## src/rtl/btffa_ram.sv

```systemverilog
`timescale 1ns / 1ps
// Generic RAM: one write port, one read port with registered data.
// Depends on nothing.
module btffa_ram #(
   parameter int WIDTH = 8,
   parameter int DEPTH = 32,
   parameter int AW    = (DEPTH > 1) ? $clog2(DEPTH) : 1
) (
   input  logic             clock,
   input  logic             wr_en,
   input  logic [AW-1:0]    wr_addr,
   input  logic [WIDTH-1:0] wr_data,
   input  logic [AW-1:0]    rd_addr,
   output logic [WIDTH-1:0] rd_data
);

   logic [WIDTH-1:0] mem_ff [DEPTH];
   logic [WIDTH-1:0] rd_data_ff;

   always_ff @(posedge clock) begin
      if (wr_en) begin
         mem_ff[wr_addr] <= wr_data;
      end
      rd_data_ff <= mem_ff[rd_addr];
   end

   assign rd_data = rd_data_ff;

endmodule

```

## config.mk

```make
export PLATFORM = sky130hd
export DESIGN_NAME = btffa_ram
export DESIGN_NICKNAME = d
export VERILOG_FILES = /design/src/rtl/btffa_ram.sv
export SDC_FILE = /design/constraint.sdc
export NUM_CORES = 1
export LEC_CHECK = 0
export ABC_AREA = 1
export BUFFER_PORTS_ARGS = -buffer_cell sky130_fd_sc_hd__buf_4
export CAP_MARGIN = 0
export CORE_ASPECT_RATIO = 1.5
export CORE_UTILIZATION = 55
export CTS_CLUSTER_DIAMETER = 200
export DETAILED_ROUTE_END_ITERATION = 8
export PLACE_DENSITY_LB_ADDON = 0.25
export SYNTH_ARGS = -nofsm -noshare
export SYNTH_HDL_FRONTEND = slang
export SYNTH_SLANG_ARGS = --single-unit
```

## constraint.sdc

```tcl
create_clock -name clock -period 1.7 [get_ports clock]
set_clock_uncertainty 0.15 [all_clocks]
set_input_delay 0.085 -clock clock [delete_from_list [all_inputs] [get_ports clock]]
set_output_delay 0.085 -clock clock [all_outputs]
set_load 0.05 [all_outputs]
```

==> run_results.csv <==
group,metric,value,unit
status,status,"finished, final reports clean",
critical_path,crit_family,"flip-flops",
floorplan,num_io_pins,28,
worst_hold_path,hold_depth,4,
critical_path,r2r-end,"rd_data[3]",
power_and_ir_drop,irDropWorstVdd,0.954,mV
power_and_ir_drop,p_switching,0.00301,W
clock_tree,cts.sinks,264,
floorplan,die-area,20200,um^2
yosys,ys_ff_latch,264,
critical_path,worstPathRequired,1.46,ns
placed_design,place_hpwl,14200,um
global_routing,grt_max_degree,65,
clock_tree,clkTransAtPathRegs,0.07,ns
detailed_routing,wl,24400,um
critical_path,r2r_start,"mem_ff[13][3]",
yosys,netlist_area,10800,um^2
yosys,syn-instance-count,922,
yosys,syn_area_per_cell,11.7,um^2
sta,rsz0062_at_grt,"false",
clock_tree,clock-root-buffer,"clkbuf_16",
worst_hold_path,min_from,"wr_addr[3]",
sta,hold_viol,0,
placed_design,io_buffers,27,
clock_tree,postCtsSetupBuffers,0,
detailed_routing,drt-initial-drc-count,819,
power_and_ir_drop,leakagePower,4.64,nW
finish,final_layout_size_suffix_gt1_share,11.4,%
sta,finalSetupViolations,0,
floorplan,start_util,56.3,%
sta,slew_viol_final,0,
yosys,yosysSeqAreaShare,72.8,%
clock_tree,clockBufferDepth,3,
critical_path,critPathBufInv,1,
sta,fmax,0.743,GHz
sta,fin_crit_sh,79.2,%
power_and_ir_drop,p_sw_share,21.9,%
critical_path,rr_worst_depth,8,
critical_path,crit_fanout,1,
sta,max_slew_margin,67.5,%
power_and_ir_drop,power_density,1120,nW/um^2
global_routing,overflow,0,
finish,insertedDiodeCount,0,
critical_path,end_kind,"output port",
detailed_routing,drc,0,
clock_tree,cts_tree,"done",
critical_path,r2r_slack,0.40,ns
global_routing,grt_pass1_wl,38600,um
sta,post-route-min-period,1.35,ns
global_routing,grt_pass1_vias,6921,
finish,area_delta_synth_final,14.1,%
critical_path,slowest_stage,"dfxtp_1",
clock_tree,cts_inserted_buffers,23,
critical_path,slowest_delay,0.37,ns
detailed_routing,final_antenna_net_count,0,
placed_design,routabilityCongestion,0.812,
finish,fin_nets,1000,
power_and_ir_drop,p_int,0.0107,W
floorplan,die_h,174,um
critical_path,worstSetupStartpoint,"rd_data[0]",
finish,stdcell_count,1253,
floorplan,design.core.area,19200,um^2
yosys,synth_cell_types,12,
critical_path,cp.arrival,1.11,ns
power_and_ir_drop,total_power,0.0137,W
detailed_routing,first_pass_iters,5,
placed_design,dp.cells,1201,
yosys,yosysWarnings,0,
yosys,syn_nets,942,
critical_path,crit_type,"register to output port",
sta,worst_pin_slew,0.487,ns
sta,fin_tns_setup,0,ns
worst_hold_path,hold_path_end,"mem_ff[8][7]",
detailed_routing,dr_total_vias,6997,
critical_path,worstSetupStartpointType,"register",
worst_hold_path,worstHoldPathType,"input pin to register",
clock_tree,clk_latency,0.52,ns
run,maxCapViolCount,0,
power_and_ir_drop,p_clk_share,39.9,%
floorplan,fp.dieW,116,um
power_and_ir_drop,seqPwrFrac,52.8,%
floorplan,placementRows,62,
power_and_ir_drop,comb_power_share,7.3,%
global_routing,antenna_found_initial,0,
detailed_routing,viasPerCell,5.58,
global_routing,gr-usage-all-layers,25.8,%
clock_tree,htree_levels,1,
critical_path,crit_chain,"buf_4",
detailed_routing,post_drt_wl_per_cell,19.4,um
-- Yosys cell counts --
cell	n	area share (%)
nand2_1	360	13
edfxtp_1	256	71
nand3_1	204	9.5
nor2_1	32	1.1
buf_6	24	2.5
buf_2	15	0.70
dfxtp_1	8	1.5
inv_1	8	0.28
clkbuf_1	7	0.24
buf_4	4	0.28
buf_1	2	0.070
inv_2	2	0.070
-- layer usage --
layer,wire length (um),vias up,GRT usage [%]
met4,614,0,8.33
met2,12600,275,42.9
met3,1550,48,2.48
met1,9620,3367,35.8
li1,-,3307,-
met5,0,-,0
-- registers in the layout, summed over array words and instances (netlist names) --
signal and flops:
mem_ff 256, rd_data 8
-- timing repair --
item	in CTS	in global routing
gates resized for setup	0	0
endpoints found under the hold margin	264	0
hold buffers	10	0
-- through the flow --
| step | setup slack (ns) | area, um^2 | hold WS (ns) | utilization, % |
|---|---|---|---|---|
| after floorplan | 0.431 | 10800 | 0.0339 | - |
| after global placement | 0.173 | 11400 | 0.221 | 59.5 |
| after detailed placement | 0.153 | 11400 | 0.221 | 59.5 |
| after CTS | 0.329 | 12300 | 0.0654 | 64.2 |
| after global routing | 0.308 | 12300 | 0.116 | 64.2 |
| final | 0.354 | 12300 | 0.0763 | 64.2 |
-- how the worst max path moves through the flow --
stage	to	slack [ns]	cells past startpoint
global route	rd_data[0]	0.31	7
floorplan	mem_ff[0][0]	0.43	3
finish	rd_data[0]	0.35	1
CTS	rd_data[0]	0.33	1
global placement	rd_data[0]	0.17	11
detailed placement	rd_data[0]	0.15	11
-- cells in the final DEF, fill, tap and decap left out, drive strengths merged --
cell         synthesis  final
buf                 45     75
bufinv               0      3
clkbuf               7     30
clkinv               0      7
clkinvlp             0      1
dfxtp                8      8
dlygate4sd3          0     10
edfxtp             256    256
inv                 10     11
nand2              360    360
nand3              204    204
nor2                32     32
-- worst reg2reg max path: stages (launching register included) --
cell	delay (ns)
edfxtp_1	0.37
nand2_1	0.09
nand3_1	0.09
nand3_1	0.16
nand2_1	0.09
nand2_1	0.08
nand2_1	0.05
nand2_1	0.05
nand2_1	0.06
-- cells by family after synthesis --
group / count (synthesis) / synth area share, %
simple gates: 596 / 23.1
flops: 264 / 72.8
buf+inv: 62 / 4.14
-- power groups by stage --
stage	registers [W]	logic [W]	clock network, W
3_3_place_gp	0.00740	0.000969	0
2_1_floorplan	0.00747	0.000521	0
6_report	0.00726	0.00100	0.00548
4_1_cts	0.00726	0.00101	0.00554
3_5_place_dp	0.00740	0.000983	0
5_1_grt	0.00726	0.00110	0.00579
-- layout make-up --
class	count	area [um^2]
Timing Repair Buffer	85	801
Sequential cell	264	7850
Clock inverter	12	155
Fill cell	1484	6850
Clock buffer	30	654
Tap cell	256	320
Multi-Input combinational cell	596	2490
Inverter	10	38.8
No activity file was read; power rests on OpenSTA's default activity.
